File: src/rtl/acds_pkg.sv
// shared constants, register index codes, tan rom and output saturation
// for the ackermann differential speed block
// no dependencies
package acds_pkg;

  localparam int TAN_TABLE_DEPTH   = 90;
  localparam int TAN_FRACTION_BITS = 12;

  localparam int DATA_W    = 16;
  localparam int CFG_IDX_W = 3;

  // register index codes
  localparam logic [CFG_IDX_W-1:0] REG_SENSOR_MODE = 3'd0;
  localparam logic [CFG_IDX_W-1:0] REG_WHEEL_BASE  = 3'd1;
  localparam logic [CFG_IDX_W-1:0] REG_STEER_GAIN  = 3'd2;
  localparam logic [CFG_IDX_W-1:0] REG_ANGLE_GAIN  = 3'd3;
  localparam logic [CFG_IDX_W-1:0] REG_SPEED_GAIN  = 3'd4;
  localparam logic [CFG_IDX_W-1:0] REG_RATE_GAIN   = 3'd5;

  // register reset values
  localparam logic [7:0]        RST_WHEEL_BASE = 8'd15;
  localparam logic [DATA_W-1:0] RST_STEER_GAIN = 16'd256;
  localparam logic [DATA_W-1:0] RST_ANGLE_GAIN = 16'd64;
  localparam logic [DATA_W-1:0] RST_SPEED_GAIN = 16'd44;
  localparam logic [DATA_W-1:0] RST_RATE_GAIN  = 16'd23;

  // track widths by sensor mode
  localparam int WIDTH_W = 5;
  localparam logic [WIDTH_W-1:0] WIDTH_CAMERA = 5'd25;
  localparam logic [WIDTH_W-1:0] WIDTH_EM     = 5'd15;

  localparam int MAX_WHEEL_DEG = 89;
  localparam int MAX_DEG = (TAN_TABLE_DEPTH - 1 < MAX_WHEEL_DEG) ?
                           TAN_TABLE_DEPTH - 1 : MAX_WHEEL_DEG;
  localparam int DEG_W = $clog2(TAN_TABLE_DEPTH);

  // tan(89 deg) is below 64, so six integer bits
  localparam int TAN_W = TAN_FRACTION_BITS + 6;
  localparam int NUM_W = 8 + TAN_FRACTION_BITS;
  // wheel_base << F plus 25 * tan stays below 2^(F+11)
  localparam int DEN_W = TAN_FRACTION_BITS + 11;

  // reduced target in q16.16, magnitude at most 2^33
  localparam int E_W    = 35;
  localparam int EMAG_W = 34;
  localparam int IP_W   = EMAG_W - 16;
  localparam int LO_W   = (EMAG_W + 1) / 2;
  localparam int HI_W   = EMAG_W - LO_W;

  localparam int MUL_A_W = (LO_W > DATA_W) ? LO_W : DATA_W;
  localparam int MUL_B_W = NUM_W;
  localparam int MUL_P_W = MUL_A_W + MUL_B_W;
  localparam int PROD_W  = EMAG_W + NUM_W;

  localparam longint RAD_PER_DEG_Q28 = 64'sd4685083;
  localparam int     SERIES_TERMS    = 12;

  typedef logic [TAN_TABLE_DEPTH-1:0][TAN_W-1:0] tan_rom_t;

  // bit-serial unsigned division, elaboration only
  function automatic logic [63:0] udiv64(input logic [63:0] num, input logic [63:0] den);
    logic [64:0] rem;
    logic [63:0] quo;
    rem = '0;
    quo = '0;
    for (int i = 63; i >= 0; i--) begin
      rem = {rem[63:0], num[i]};
      if (rem >= {1'b0, den}) begin
        rem    = rem - {1'b0, den};
        quo[i] = 1'b1;
      end
    end
    return quo;
  endfunction

  // tan in q(TAN_FRACTION_BITS) from q28 taylor series of sin and cos
  function automatic tan_rom_t build_tan_rom();
    tan_rom_t    rom;
    longint      x;
    longint      x2;
    longint      ts;
    longint      tc;
    longint      s;
    longint      c;
    logic [63:0] q;
    rom = '0;
    for (int deg = 0; deg < TAN_TABLE_DEPTH; deg++) begin
      x  = longint'(deg) * RAD_PER_DEG_Q28;
      x2 = (x * x) >>> 28;
      ts = x;
      tc = longint'(1) <<< 28;
      s  = ts;
      c  = tc;
      for (int k = 1; k <= SERIES_TERMS; k++) begin
        ts = longint'(udiv64(64'((ts * x2) >>> 28), 64'((2 * k) * (2 * k + 1))));
        tc = longint'(udiv64(64'((tc * x2) >>> 28), 64'((2 * k - 1) * (2 * k))));
        if (k[0]) begin
          s = s - ts;
          c = c - tc;
        end else begin
          s = s + ts;
          c = c + tc;
        end
      end
      if (s < 0) s = 0;
      if (c < 1) c = 1;
      q = udiv64((64'(s) << TAN_FRACTION_BITS) + (64'(c) >> 1), 64'(c));
      rom[deg] = q[TAN_W-1:0];
    end
    return rom;
  endfunction

  localparam tan_rom_t TAN_ROM = build_tan_rom();

  // q16.16 magnitude and sign to saturated 16-bit integer, truncating toward zero
  function automatic logic [DATA_W-1:0] sat_out(input logic [EMAG_W-1:0] m, input logic neg);
    logic [IP_W-1:0] ip;
    ip = m[EMAG_W-1:16];
    if (neg) begin
      if (ip > IP_W'(32768)) return 16'h8000;
      return ~ip[DATA_W-1:0] + 16'd1;
    end
    if (ip > IP_W'(32767)) return 16'h7fff;
    return ip[DATA_W-1:0];
  endfunction

endpackage

File: src/rtl/acds_ifs.sv
// valid/ready channel interfaces: steering input, wheel speed output, register writes
// depends on acds_pkg
interface acds_in_if;
  import acds_pkg::*;
  logic                     valid;
  logic                     ready;
  logic signed [DATA_W-1:0] steer_angle;
  logic signed [DATA_W-1:0] target_speed;

  modport source (output valid, output steer_angle, output target_speed, input ready);
  modport sink   (input valid, input steer_angle, input target_speed, output ready);
endinterface

interface acds_out_if;
  import acds_pkg::*;
  logic                     valid;
  logic                     ready;
  logic signed [DATA_W-1:0] left_speed;
  logic signed [DATA_W-1:0] right_speed;

  modport source (output valid, output left_speed, output right_speed, input ready);
  modport sink   (input valid, input left_speed, input right_speed, output ready);
endinterface

interface acds_cfg_if;
  import acds_pkg::*;
  logic                 valid;
  logic                 ready;
  logic [CFG_IDX_W-1:0] index;
  logic [DATA_W-1:0]    data;

  modport source (output valid, output index, output data, input ready);
  modport sink   (input valid, input index, input data, output ready);
endinterface

File: src/rtl/ackermann_differential_speed.sv
// top level of the ackermann differential wheel speed block
// depends on acds_pkg, acds_ifs (channel interfaces) and acds_div
//
// Each input beat carries a Q8.8 steering command and a signed target speed and
// yields one output beat with left and right wheel speed targets. The block works
// on one beat at a time: after a beat is taken, in ready stays low until the result
// beat has been taken on the output. A single 17 x 20 bit multiplier is stepped
// through seven passes (wheel angle, scaled angle, two speed reduction products,
// track width times tan, and the two halves of the inner wheel numerator), then a
// restoring divider produces one quotient bit per cycle. A beat with a zero wheel
// angle skips the divide and goes from the last pass straight to the output. Tan
// comes from a 90 entry constant table built at elaboration. The config port is
// always ready; registers should be written only while no beat is in flight.
module ackermann_differential_speed (
  input  logic        clk,
  input  logic        rst_n,
  acds_in_if.sink     in_bus,
  acds_out_if.source  out_bus,
  acds_cfg_if.sink    cfg_bus
);
  import acds_pkg::*;

  // sequencer states
  localparam logic [1:0] ST_IDLE = 2'd0;
  localparam logic [1:0] ST_MUL  = 2'd1;
  localparam logic [1:0] ST_DIV  = 2'd2;
  localparam logic [1:0] ST_OUT  = 2'd3;

  // multiplier passes
  localparam logic [2:0] STEP_DEG    = 3'd0;
  localparam logic [2:0] STEP_SCALE  = 3'd1;
  localparam logic [2:0] STEP_SPEED  = 3'd2;
  localparam logic [2:0] STEP_RATE   = 3'd3;
  localparam logic [2:0] STEP_TAN    = 3'd4;
  localparam logic [2:0] STEP_NUM_LO = 3'd5;
  localparam logic [2:0] STEP_NUM_HI = 3'd6;

  // config registers
  logic              sensor_mode_r;
  logic [7:0]        wheel_base_r;
  logic [DATA_W-1:0] steer_gain_r;
  logic [DATA_W-1:0] angle_gain_r;
  logic [DATA_W-1:0] speed_gain_r;
  logic [DATA_W-1:0] rate_gain_r;

  // control
  logic [1:0] state_r;
  logic [1:0] state_nxt;
  logic [2:0] step_r;
  logic [2:0] step_nxt;
  logic       in_fire;
  logic       out_fire;
  logic       finish;
  logic       div_start;
  logic       div_done;

  // datapath
  logic signed [DATA_W-1:0] steer_r;
  logic signed [DATA_W-1:0] speed_cmd_r;
  logic [DATA_W-1:0]        mag_r;
  logic [DATA_W-1:0]        in_mag;
  logic [DEG_W-1:0]         deg_r;
  logic [DEG_W-1:0]         deg_nxt;
  logic [DATA_W-1:0]        deg_raw;
  logic [DATA_W-2:0]        smag_r;
  logic [DATA_W-2:0]        smag_nxt;
  logic [23:0]              smag_raw;
  logic signed [DATA_W-1:0] prev_r;
  logic [DATA_W-1:0]        pmag;
  logic                     s_neg;
  logic                     p_neg;
  logic                     opposite;
  logic signed [17:0]       diff_s;
  logic [DATA_W-1:0]        diff_mag_r;
  logic                     diff_neg_r;
  logic signed [E_W-1:0]    acc_r;
  logic signed [E_W-1:0]    target_q;
  logic signed [E_W-1:0]    prod_e;
  logic [TAN_W-1:0]         tan_r;
  logic [DEN_W-1:0]         den_r;
  logic [NUM_W-1:0]         num;
  logic [WIDTH_W-1:0]       track_w;
  logic [EMAG_W-1:0]        emag_r;
  logic                     e_neg_r;
  logic [PROD_W-1:0]        prod_r;
  logic [PROD_W-1:0]        dividend;
  logic [EMAG_W-1:0]        div_quot;
  logic [EMAG_W-1:0]        inner_mag;
  logic [DATA_W-1:0]        inner_val;
  logic [DATA_W-1:0]        outer_val;
  logic [DATA_W-1:0]        left_r;
  logic [DATA_W-1:0]        right_r;

  // shared multiplier
  logic [MUL_A_W-1:0] mul_a;
  logic [MUL_B_W-1:0] mul_b;
  logic [MUL_P_W-1:0] prod;

  assign in_fire  = in_bus.valid && in_bus.ready;
  assign out_fire = out_bus.valid && out_bus.ready;

  assign in_bus.ready      = (state_r == ST_IDLE);
  assign out_bus.valid     = (state_r == ST_OUT);
  assign out_bus.left_speed  = left_r;
  assign out_bus.right_speed = right_r;
  assign cfg_bus.ready     = 1'b1;

  // register writes, unknown indexes dropped
  always_ff @(posedge clk) begin
    if (!rst_n) begin
      sensor_mode_r <= 1'b0;
      wheel_base_r  <= RST_WHEEL_BASE;
      steer_gain_r  <= RST_STEER_GAIN;
      angle_gain_r  <= RST_ANGLE_GAIN;
      speed_gain_r  <= RST_SPEED_GAIN;
      rate_gain_r   <= RST_RATE_GAIN;
    end else if (cfg_bus.valid && cfg_bus.ready) begin
      case (cfg_bus.index)
        REG_SENSOR_MODE: sensor_mode_r <= cfg_bus.data[0];
        REG_WHEEL_BASE:  wheel_base_r  <= cfg_bus.data[7:0];
        REG_STEER_GAIN:  steer_gain_r  <= cfg_bus.data;
        REG_ANGLE_GAIN:  angle_gain_r  <= cfg_bus.data;
        REG_SPEED_GAIN:  speed_gain_r  <= cfg_bus.data;
        REG_RATE_GAIN:   rate_gain_r   <= cfg_bus.data;
        default: ;
      endcase
    end
  end

  assign num     = {wheel_base_r, {TAN_FRACTION_BITS{1'b0}}};
  assign track_w = sensor_mode_r ? WIDTH_CAMERA : WIDTH_EM;

  // steering magnitude, full negative value maps to 0x8000
  assign in_mag = in_bus.steer_angle[DATA_W-1] ?
                  (~in_bus.steer_angle + 16'd1) : in_bus.steer_angle;

  // operand select per pass
  always_comb begin
    case (step_r)
      STEP_DEG: begin
        mul_a = MUL_A_W'(mag_r);
        mul_b = MUL_B_W'(steer_gain_r);
      end
      STEP_SCALE: begin
        mul_a = MUL_A_W'(mag_r);
        mul_b = MUL_B_W'(angle_gain_r);
      end
      STEP_SPEED: begin
        mul_a = MUL_A_W'(smag_r);
        mul_b = MUL_B_W'(speed_gain_r);
      end
      STEP_RATE: begin
        mul_a = MUL_A_W'(diff_mag_r);
        mul_b = MUL_B_W'(rate_gain_r);
      end
      STEP_TAN: begin
        mul_a = MUL_A_W'(track_w);
        mul_b = MUL_B_W'(tan_r);
      end
      STEP_NUM_LO: begin
        mul_a = MUL_A_W'(emag_r[LO_W-1:0]);
        mul_b = num;
      end
      STEP_NUM_HI: begin
        mul_a = MUL_A_W'(emag_r[EMAG_W-1:LO_W]);
        mul_b = num;
      end
      default: begin
        mul_a = '0;
        mul_b = '0;
      end
    endcase
  end

  assign prod = MUL_P_W'(mul_a) * MUL_P_W'(mul_b);

  // whole-degree wheel angle, clamped to the table
  always_comb begin
    deg_raw = prod[31:16];
    deg_nxt = (deg_raw > DATA_W'(MAX_DEG)) ? DEG_W'(MAX_DEG) : deg_raw[DEG_W-1:0];
  end

  // scaled angle magnitude, clamped to 15 bits
  always_comb begin
    smag_raw = prod[31:8];
    smag_nxt = (|smag_raw[23:15]) ? 15'h7fff : smag_raw[14:0];
  end

  // change of scaled magnitude against the previous tick; a zero on either side
  // counts as the same sign
  always_comb begin
    s_neg    = steer_r[DATA_W-1] && (smag_r != '0);
    p_neg    = prev_r[DATA_W-1];
    pmag     = p_neg ? (~prev_r + 16'd1) : prev_r;
    opposite = (s_neg && !p_neg && (prev_r != '0)) || (!s_neg && (smag_r != '0) && p_neg);
    diff_s   = opposite ? ($signed(18'(smag_r)) + $signed(18'(pmag)))
                        : ($signed(18'(smag_r)) - $signed(18'(pmag)));
  end

  // products feeding the accumulator stay below 2^32
  assign target_q = $signed({{(E_W-32){speed_cmd_r[DATA_W-1]}}, speed_cmd_r, 16'h0000});
  assign prod_e   = $signed({1'b0, prod[E_W-2:0]});

  assign dividend = prod_r + (PROD_W'(prod) << LO_W);

  // sequencer
  assign finish    = ((state_r == ST_MUL) && (step_r == STEP_NUM_HI) && (deg_r == '0)) ||
                     ((state_r == ST_DIV) && div_done);
  assign div_start = (state_r == ST_MUL) && (step_r == STEP_NUM_HI) && (deg_r != '0);

  always_comb begin
    state_nxt = state_r;
    step_nxt  = step_r;
    case (state_r)
      ST_IDLE: begin
        if (in_fire) begin
          state_nxt = ST_MUL;
          step_nxt  = STEP_DEG;
        end
      end
      ST_MUL: begin
        if (step_r == STEP_NUM_HI) begin
          state_nxt = (deg_r == '0) ? ST_OUT : ST_DIV;
        end else begin
          step_nxt = step_r + 3'd1;
        end
      end
      ST_DIV: begin
        if (div_done) state_nxt = ST_OUT;
      end
      ST_OUT: begin
        if (out_fire) state_nxt = ST_IDLE;
      end
      default: state_nxt = ST_IDLE;
    endcase
  end

  always_ff @(posedge clk) begin
    if (!rst_n) begin
      state_r <= ST_IDLE;
      step_r  <= STEP_DEG;
      prev_r  <= '0;
    end else begin
      state_r <= state_nxt;
      step_r  <= step_nxt;
      // previous scaled angle is replaced once its change has been taken
      if ((state_r == ST_MUL) && (step_r == STEP_SPEED)) begin
        prev_r <= s_neg ? $signed(~{1'b0, smag_r} + 16'd1) : $signed({1'b0, smag_r});
      end
    end
  end

  // datapath registers
  always_ff @(posedge clk) begin
    if (in_fire) begin
      steer_r     <= in_bus.steer_angle;
      speed_cmd_r <= in_bus.target_speed;
      mag_r       <= in_mag;
    end
    if (state_r == ST_MUL) begin
      case (step_r)
        STEP_DEG:   deg_r  <= deg_nxt;
        STEP_SCALE: smag_r <= smag_nxt;
        STEP_SPEED: begin
          acc_r      <= target_q - prod_e;
          diff_neg_r <= diff_s[17];
          diff_mag_r <= diff_s[17] ? DATA_W'(-diff_s) : diff_s[DATA_W-1:0];
          tan_r      <= TAN_ROM[deg_r];
        end
        STEP_RATE: acc_r <= diff_neg_r ? (acc_r + prod_e) : (acc_r - prod_e);
        STEP_TAN: begin
          den_r   <= DEN_W'(num) + prod[DEN_W-1:0];
          e_neg_r <= acc_r[E_W-1];
          emag_r  <= acc_r[E_W-1] ? EMAG_W'(-acc_r) : acc_r[EMAG_W-1:0];
        end
        STEP_NUM_LO: prod_r <= PROD_W'(prod);
        default: ;
      endcase
    end
    if (finish) begin
      left_r  <= (!steer_r[DATA_W-1] && (steer_r != '0)) ? inner_val : outer_val;
      right_r <= steer_r[DATA_W-1] ? inner_val : outer_val;
    end
  end

  // inner wheel: reduced target unless the wheel angle is nonzero
  assign inner_mag = (deg_r == '0) ? emag_r : div_quot;
  assign inner_val = sat_out(inner_mag, e_neg_r);
  assign outer_val = sat_out(emag_r, e_neg_r);

  acds_div u_div (
    .clk      (clk),
    .rst_n    (rst_n),
    .start    (div_start),
    .dividend (dividend),
    .divisor  (den_r),
    .done     (div_done),
    .quot     (div_quot)
  );

  a_one_at_a_time: assert property (@(posedge clk) disable iff (!rst_n)
    in_fire |=> !in_bus.ready)
    else $error("input taken while a beat is in flight");

  a_prev_in_range: assert property (@(posedge clk) disable iff (!rst_n)
    prev_r != 16'sh8000)
    else $error("previous scaled angle out of range");

  a_ratio_below_one: assert property (@(posedge clk) disable iff (!rst_n)
    div_done |-> div_quot <= emag_r)
    else $error("inner wheel faster than outer wheel");

  a_div_angle: assert property (@(posedge clk) disable iff (!rst_n)
    (state_r == ST_DIV) |-> (deg_r != '0) && (deg_r <= DEG_W'(MAX_DEG)))
    else $error("divide entered with a bad wheel angle");

endmodule

File: src/rtl/acds_div.sv
// restoring divider, one quotient bit per cycle, for the inner wheel ratio
// depends on acds_pkg
module acds_div (
  input  logic                         clk,
  input  logic                         rst_n,
  input  logic                         start,
  input  logic [acds_pkg::PROD_W-1:0]  dividend,
  input  logic [acds_pkg::DEN_W-1:0]   divisor,
  output logic                         done,
  output logic [acds_pkg::EMAG_W-1:0]  quot
);
  import acds_pkg::*;

  localparam int CNT_W = $clog2(EMAG_W);

  logic [DEN_W-1:0]  rem_r;
  logic [DEN_W-1:0]  rem_nxt;
  logic [EMAG_W-1:0] qd_r;
  logic [EMAG_W-1:0] qd_nxt;
  logic [DEN_W-1:0]  den_r;
  logic [CNT_W-1:0]  cnt_r;
  logic              busy_r;
  logic              done_r;
  logic [DEN_W:0]    trial;
  logic              fits;

  // dividend bits enter from the top of the quotient register
  always_comb begin
    trial   = {rem_r, qd_r[EMAG_W-1]};
    fits    = trial >= {1'b0, den_r};
    rem_nxt = fits ? DEN_W'(trial - {1'b0, den_r}) : trial[DEN_W-1:0];
    qd_nxt  = {qd_r[EMAG_W-2:0], fits};
  end

  always_ff @(posedge clk) begin
    if (!rst_n) begin
      busy_r <= 1'b0;
      done_r <= 1'b0;
      cnt_r  <= '0;
    end else begin
      done_r <= 1'b0;
      if (start) begin
        busy_r <= 1'b1;
        cnt_r  <= CNT_W'(EMAG_W - 1);
      end else if (busy_r) begin
        if (cnt_r == '0) begin
          busy_r <= 1'b0;
          done_r <= 1'b1;
        end else begin
          cnt_r <= cnt_r - 1'b1;
        end
      end
    end
  end

  // quotient fits in EMAG_W bits, so the top bits already sit below the divisor
  always_ff @(posedge clk) begin
    if (start) begin
      rem_r <= DEN_W'(dividend[PROD_W-1:EMAG_W]);
      qd_r  <= dividend[EMAG_W-1:0];
      den_r <= (divisor == '0) ? DEN_W'(1) : divisor;
    end else if (busy_r) begin
      rem_r <= rem_nxt;
      qd_r  <= qd_nxt;
    end
  end

  assign done = done_r;
  assign quot = qd_r;

  a_rem_below_den: assert property (@(posedge clk) disable iff (!rst_n)
    busy_r |-> rem_r < den_r)
    else $error("divider remainder not below divisor");

  a_no_restart: assert property (@(posedge clk) disable iff (!rst_n)
    start |-> !busy_r)
    else $error("divider started while busy");

  a_done_after_busy: assert property (@(posedge clk) disable iff (!rst_n)
    done_r |-> $past(busy_r) && !busy_r)
    else $error("divider done without a finished run");

endmodule

File: src/flat_wrapper.sv
// flat-port wrapper written by rule: the top's interface ports become plain ports
module ackermann_differential_speed_flat import acds_pkg::*;
  (clk, rst_n, in_bus_valid, in_bus_steer_angle, in_bus_target_speed, in_bus_ready, out_bus_valid, out_bus_left_speed, out_bus_right_speed, out_bus_ready, cfg_bus_valid, cfg_bus_index, cfg_bus_data, cfg_bus_ready);
  acds_in_if in_bus_i ();
  acds_out_if out_bus_i ();
  acds_cfg_if cfg_bus_i ();
  input  logic clk;
  input  logic rst_n;
  input wire logic [$bits(in_bus_i.valid)-1:0] in_bus_valid;
  input wire logic [$bits(in_bus_i.steer_angle)-1:0] in_bus_steer_angle;
  input wire logic [$bits(in_bus_i.target_speed)-1:0] in_bus_target_speed;
  output wire logic [$bits(in_bus_i.ready)-1:0] in_bus_ready;
  output wire logic [$bits(out_bus_i.valid)-1:0] out_bus_valid;
  output wire logic [$bits(out_bus_i.left_speed)-1:0] out_bus_left_speed;
  output wire logic [$bits(out_bus_i.right_speed)-1:0] out_bus_right_speed;
  input wire logic [$bits(out_bus_i.ready)-1:0] out_bus_ready;
  input wire logic [$bits(cfg_bus_i.valid)-1:0] cfg_bus_valid;
  input wire logic [$bits(cfg_bus_i.index)-1:0] cfg_bus_index;
  input wire logic [$bits(cfg_bus_i.data)-1:0] cfg_bus_data;
  output wire logic [$bits(cfg_bus_i.ready)-1:0] cfg_bus_ready;
  assign in_bus_i.valid = in_bus_valid;
  assign in_bus_i.steer_angle = in_bus_steer_angle;
  assign in_bus_i.target_speed = in_bus_target_speed;
  assign in_bus_ready = in_bus_i.ready;
  assign out_bus_valid = out_bus_i.valid;
  assign out_bus_left_speed = out_bus_i.left_speed;
  assign out_bus_right_speed = out_bus_i.right_speed;
  assign out_bus_i.ready = out_bus_ready;
  assign cfg_bus_i.valid = cfg_bus_valid;
  assign cfg_bus_i.index = cfg_bus_index;
  assign cfg_bus_i.data = cfg_bus_data;
  assign cfg_bus_ready = cfg_bus_i.ready;
  ackermann_differential_speed u_core (.clk(clk), .rst_n(rst_n), .in_bus(in_bus_i), .out_bus(out_bus_i), .cfg_bus(cfg_bus_i));
endmodule
File: config.mk
export PLATFORM = sky130hd
export DESIGN_NAME = ackermann_differential_speed_flat
export DESIGN_NICKNAME = d
export VERILOG_FILES = /design/src/rtl/acds_pkg.sv /design/src/rtl/acds_ifs.sv /design/src/rtl/ackermann_differential_speed.sv /design/src/rtl/acds_div.sv /design/src/flat_wrapper.sv
export SDC_FILE = /design/constraint.sdc
export NUM_CORES = 2
export LEC_CHECK = 0
export ABC_CLOCK_PERIOD_IN_PS = 13760
export CAP_MARGIN = 20
export CORE_MARGIN = 3
export CORE_UTILIZATION = 35
export DETAILED_ROUTE_END_ITERATION = 12
export DONT_BUFFER_PORTS = 1
export GPL_TIMING_DRIVEN = 1
export REMOVE_ABC_BUFFERS = 1
export SETUP_SLACK_MARGIN = 0.2
export SYNTH_ARGS = -nofsm -noshare
export SYNTH_HDL_FRONTEND = slang
export SYNTH_SLANG_ARGS = --single-unit
export TNS_END_PERCENT = 20
File: constraint.sdc
create_clock -name clk -period 13.76 [get_ports clk]
set_input_delay 0 -clock clk [delete_from_list [all_inputs] [get_ports clk]]
set_output_delay 0 -clock clk [all_outputs]
set_load 0.01 [all_outputs]
==> impl_metrics.ini <==
[synthesis]
async_flop_share_pct = 0
synth-compound-area-share_pct = 16.5
yosys.area_share.simple_pct = 16.3
synth_warnings = 0
synth_top_area_share_pct = 25.0
ys.flop_type = edfxtp_1
synth_area_sq_um = 41200
synth-seq-cells = 448
muxShareOfSynthArea_pct = 2.46
synth_largest_area_cell = edfxtp_1
synth-edff-count = 343
yosysUniqueCellTypes = 113
avgSynthCellArea_sq_um = 8.95
netlist_top_cells_area = edfxtp_1, fa_1, ha_1, nand2_1, dfxtp_1
synth-adder-area-share_pct = 21.8
synth_xor_area_share_pct = 6.04
synth_seq_area_share_pct = 30.1
synth_top_family_by_area = adder cells
syn_inst = 4610

[critical_path]
max_stage_delay_ps = 890
cp_data_arrival_time_ps = 12320
crit_path_top_delay_cell = a21oi_1
cp_max_fo = 22
cp-start-kind = flop
r2r_start = u_core.step_r[1]
worst-r2r-cell-count = 40
worst_setup_path_end_kind = flop
crit_top_cell = fa_1
crit_type = reg2reg
reg2reg_to = u_core.acc_r[33]
reg2reg_setup_slack_ps = 1790
cp_data_required_time_ps = 14110

[routing]
postRouteAntennaNets = 0
vias = 34200
viasPerCell = 5.55
drt_first_pass_iters = 7
post_drt_wl_per_cell_um = 22.1
drt_iter0_drc = 3691
drcViolationCount = 0
routed_wl_mm = 136

[worst_hold_path]
min_delay_worst_endpoint = u_core.speed_cmd_r[15]
hold_path.class = in2reg
min_path_cells = 1
hp-start = in_bus_target_speed[15]

[timing]
skew_ps = 27.7
max_freq_ghz = 0.0836
setup_viol = 0
tightest_slew_ps = 1190
drv_slew = 0
period_share_pct = 87.0
tns_ps = 0
hold_viol = 0
period_minus_slack_ps = 11970
maxSlewHeadroom_pct = 20.7
rsz0062_at_grt = false

[clock_tree]
cts_tree = built
ctsHoldBuffers = 81
worstSkewPairLatency_ps = 630
cts-resized-gates = 0
clk_pin_slew_worst_paths_ps = 60
post-cts-setup-buffers = 0
htree_levels = 2
cts_buffers = 53
clock_tree.root_cell = clkbuf_16
cts_buffer_depth = 3
clock_sinks = 448

[grt]
grt_use_total_pct = 22.0
antenna_found_initial = 10
grt_pass1_wl_mm = 206
grt_max_degree = 85
grt_pass1_vias = 33100
grt-ovfl-total = 0

[finish]
drive_gt1_share_pct = 6.15
utilization_pct = 39.0
fin_nets = 5189
area_growth_pct = 10.2

[run]
maxCapViolCount = 0

[floorplanning]
dieArea_sq_um = 122000
die_w_um = 349
fp.dieH_um = 349
io_pins = 91
start_util_pct = 35.4
core_region_area_sq_um = 117000
rows = 125

[placed_design]
gp_congestion = 0.981
port_buffers = 0
post-dp-hpwl_mm = 105

[run_status]
status = complete, no violations
==> flip-flops by register name, summed over array words and instances, names as in the netlist, 18 cells and up <==
register            cells
u_core.tan_r           18
u_core.den_r           23
u_core.prod_r          37
u_core.u_div.quot      34
u_core.u_div.den_r     23
u_core.acc_r           35
u_core.u_div.rem_r     23
u_core.emag_r          34
==> metal layers <==
layer	wire length (um)	GRT usage (%)	part of all wire [%]	vias up
li1	-	-	-	15800
met4	4680	6.89	3.4	4
met2	61500	34.9	45	1272
met1	59600	30.3	44	16800
met3	10300	3.92	7.6	208
met5	27	0	0.020	-
==> layout make-up <==
class,instances,area (sq um)
Clock buffer,69,1420
Antenna cell,11,27.5
Fill cell,11600,71100
Inverter,498,1870
Tap cell,1524,1910
Multi-Input combinational cell,3426,26100
Timing Repair Buffer,154,1390
Clock inverter,26,348
Sequential cell,448,12400
==> worst max-delay path, delay by kind of cell (launching register included) <==
family	cells	cell delay, ps
fa+ha+maj	9	3870
xor+xnor	2	310
simple gates	7	1750
flops	1	360
compound gates	14	4170
buf+inv	6	760
mux	2	460
==> Yosys cell counts (12+ instances only) <==
library cell	n
o22ai_1	12
fa_1	275
nor3_1	63
or3_1	35
a222oi_1	22
or2_2	12
o21bai_1	16
a21oi_1	223
and2_1	33
a221oi_1	14
nand2b_1	45
nand4_1	27
o31ai_1	35
inv_1	494
buf_2	12
buf_1	17
nand2_1	704
edfxtp_1	343
a21o_1	76
ha_1	277
a22o_1	13
o211ai_1	31
a211oi_1	31
a22oi_1	36
or4_1	12
xor2_1	73
nand3_1	62
xnor2_1	196
dfxtp_1	105
mux2_2	42
nor2b_1	36
o21ai_1	13
mux2i_1	45
nor2_1	345
a31oi_1	32
o21a_1	32
nor4_1	22
a21boi_0	71
clkbuf_1	203
o21ai_0	225
and3_1	42
==> metrics by stage <==
step | std cells | hold slack (ps) | setup WS (ps) | cell area, sq um
floorplan | 4372 | 71.8 | 1470 | 40300
global placement | 5966 | 82.2 | 2010 | 42800
detailed placement | 5967 | 91.3 | 2000 | 42800
CTS | 6143 | 4.32 | 1920 | 45400
global route | 6147 | 0.321 | 1040 | 45400
finish | 6156 | 30.8 | 1790 | 45400
==> how the worst max path moves through the flow <==
| stage | start | slack (ps) | end |
|---|---|---|---|
| after floorplan | u_core.step_r[2] | 1470 | u_core.acc_r[33] |
| after global placement | u_core.step_r[0] | 2010 | u_core.acc_r[33] |
| after detailed placement | u_core.step_r[2] | 2000 | u_core.acc_r[33] |
| after CTS | u_core.step_r[2] | 1920 | u_core.acc_r[33] |
| after global routing | u_core.step_r[1] | 1040 | u_core.acc_r[33] |
| final | u_core.step_r[1] | 1790 | u_core.acc_r[33] |
==> cell usage in the layout (no fill, tap or decap), types with 35 or more instances in the layout <==
| cell type | count |
|---|---|
| nand2_1 | 704 |
| inv_1 | 491 |
| nor2_1 | 345 |
| edfxtp_1 | 343 |
| ha_1 | 276 |
| fa_1 | 275 |
| o21ai_0 | 224 |
| a21oi_1 | 223 |
| xnor2_1 | 196 |
| dfxtp_1 | 104 |
| dlygate4sd3_1 | 80 |
| a21o_1 | 76 |
| xor2_1 | 73 |
| buf_4 | 71 |
| a21boi_0 | 68 |
| nor3_1 | 62 |
| nand3_1 | 61 |
| clkbuf_16 | 53 |
| nand2b_1 | 45 |
| mux2i_1 | 45 |
| mux2_2 | 42 |
| and3_1 | 40 |
| a22oi_1 | 36 |
| nor2b_1 | 35 |
| o31ai_1 | 35 |
| or3_1 | 35 |
==> logic make-up (layout without fill, tap and decap cells) <==
family | Yosys count | after routing
adders and majority gates | 552 | 552
DFF | 448 | 448
AOI/OAI and AO/OA | 1014 | 1014
buffers and inverters | 736 | 747
other | 1 | 12
xor gates and xnor gates | 276 | 276
muxes | 91 | 91
and+or+nand+nor | 1492 | 1492
Power is not shown: default switching activity piles up to over one toggle a cycle in this logic, so the estimate is an artifact.
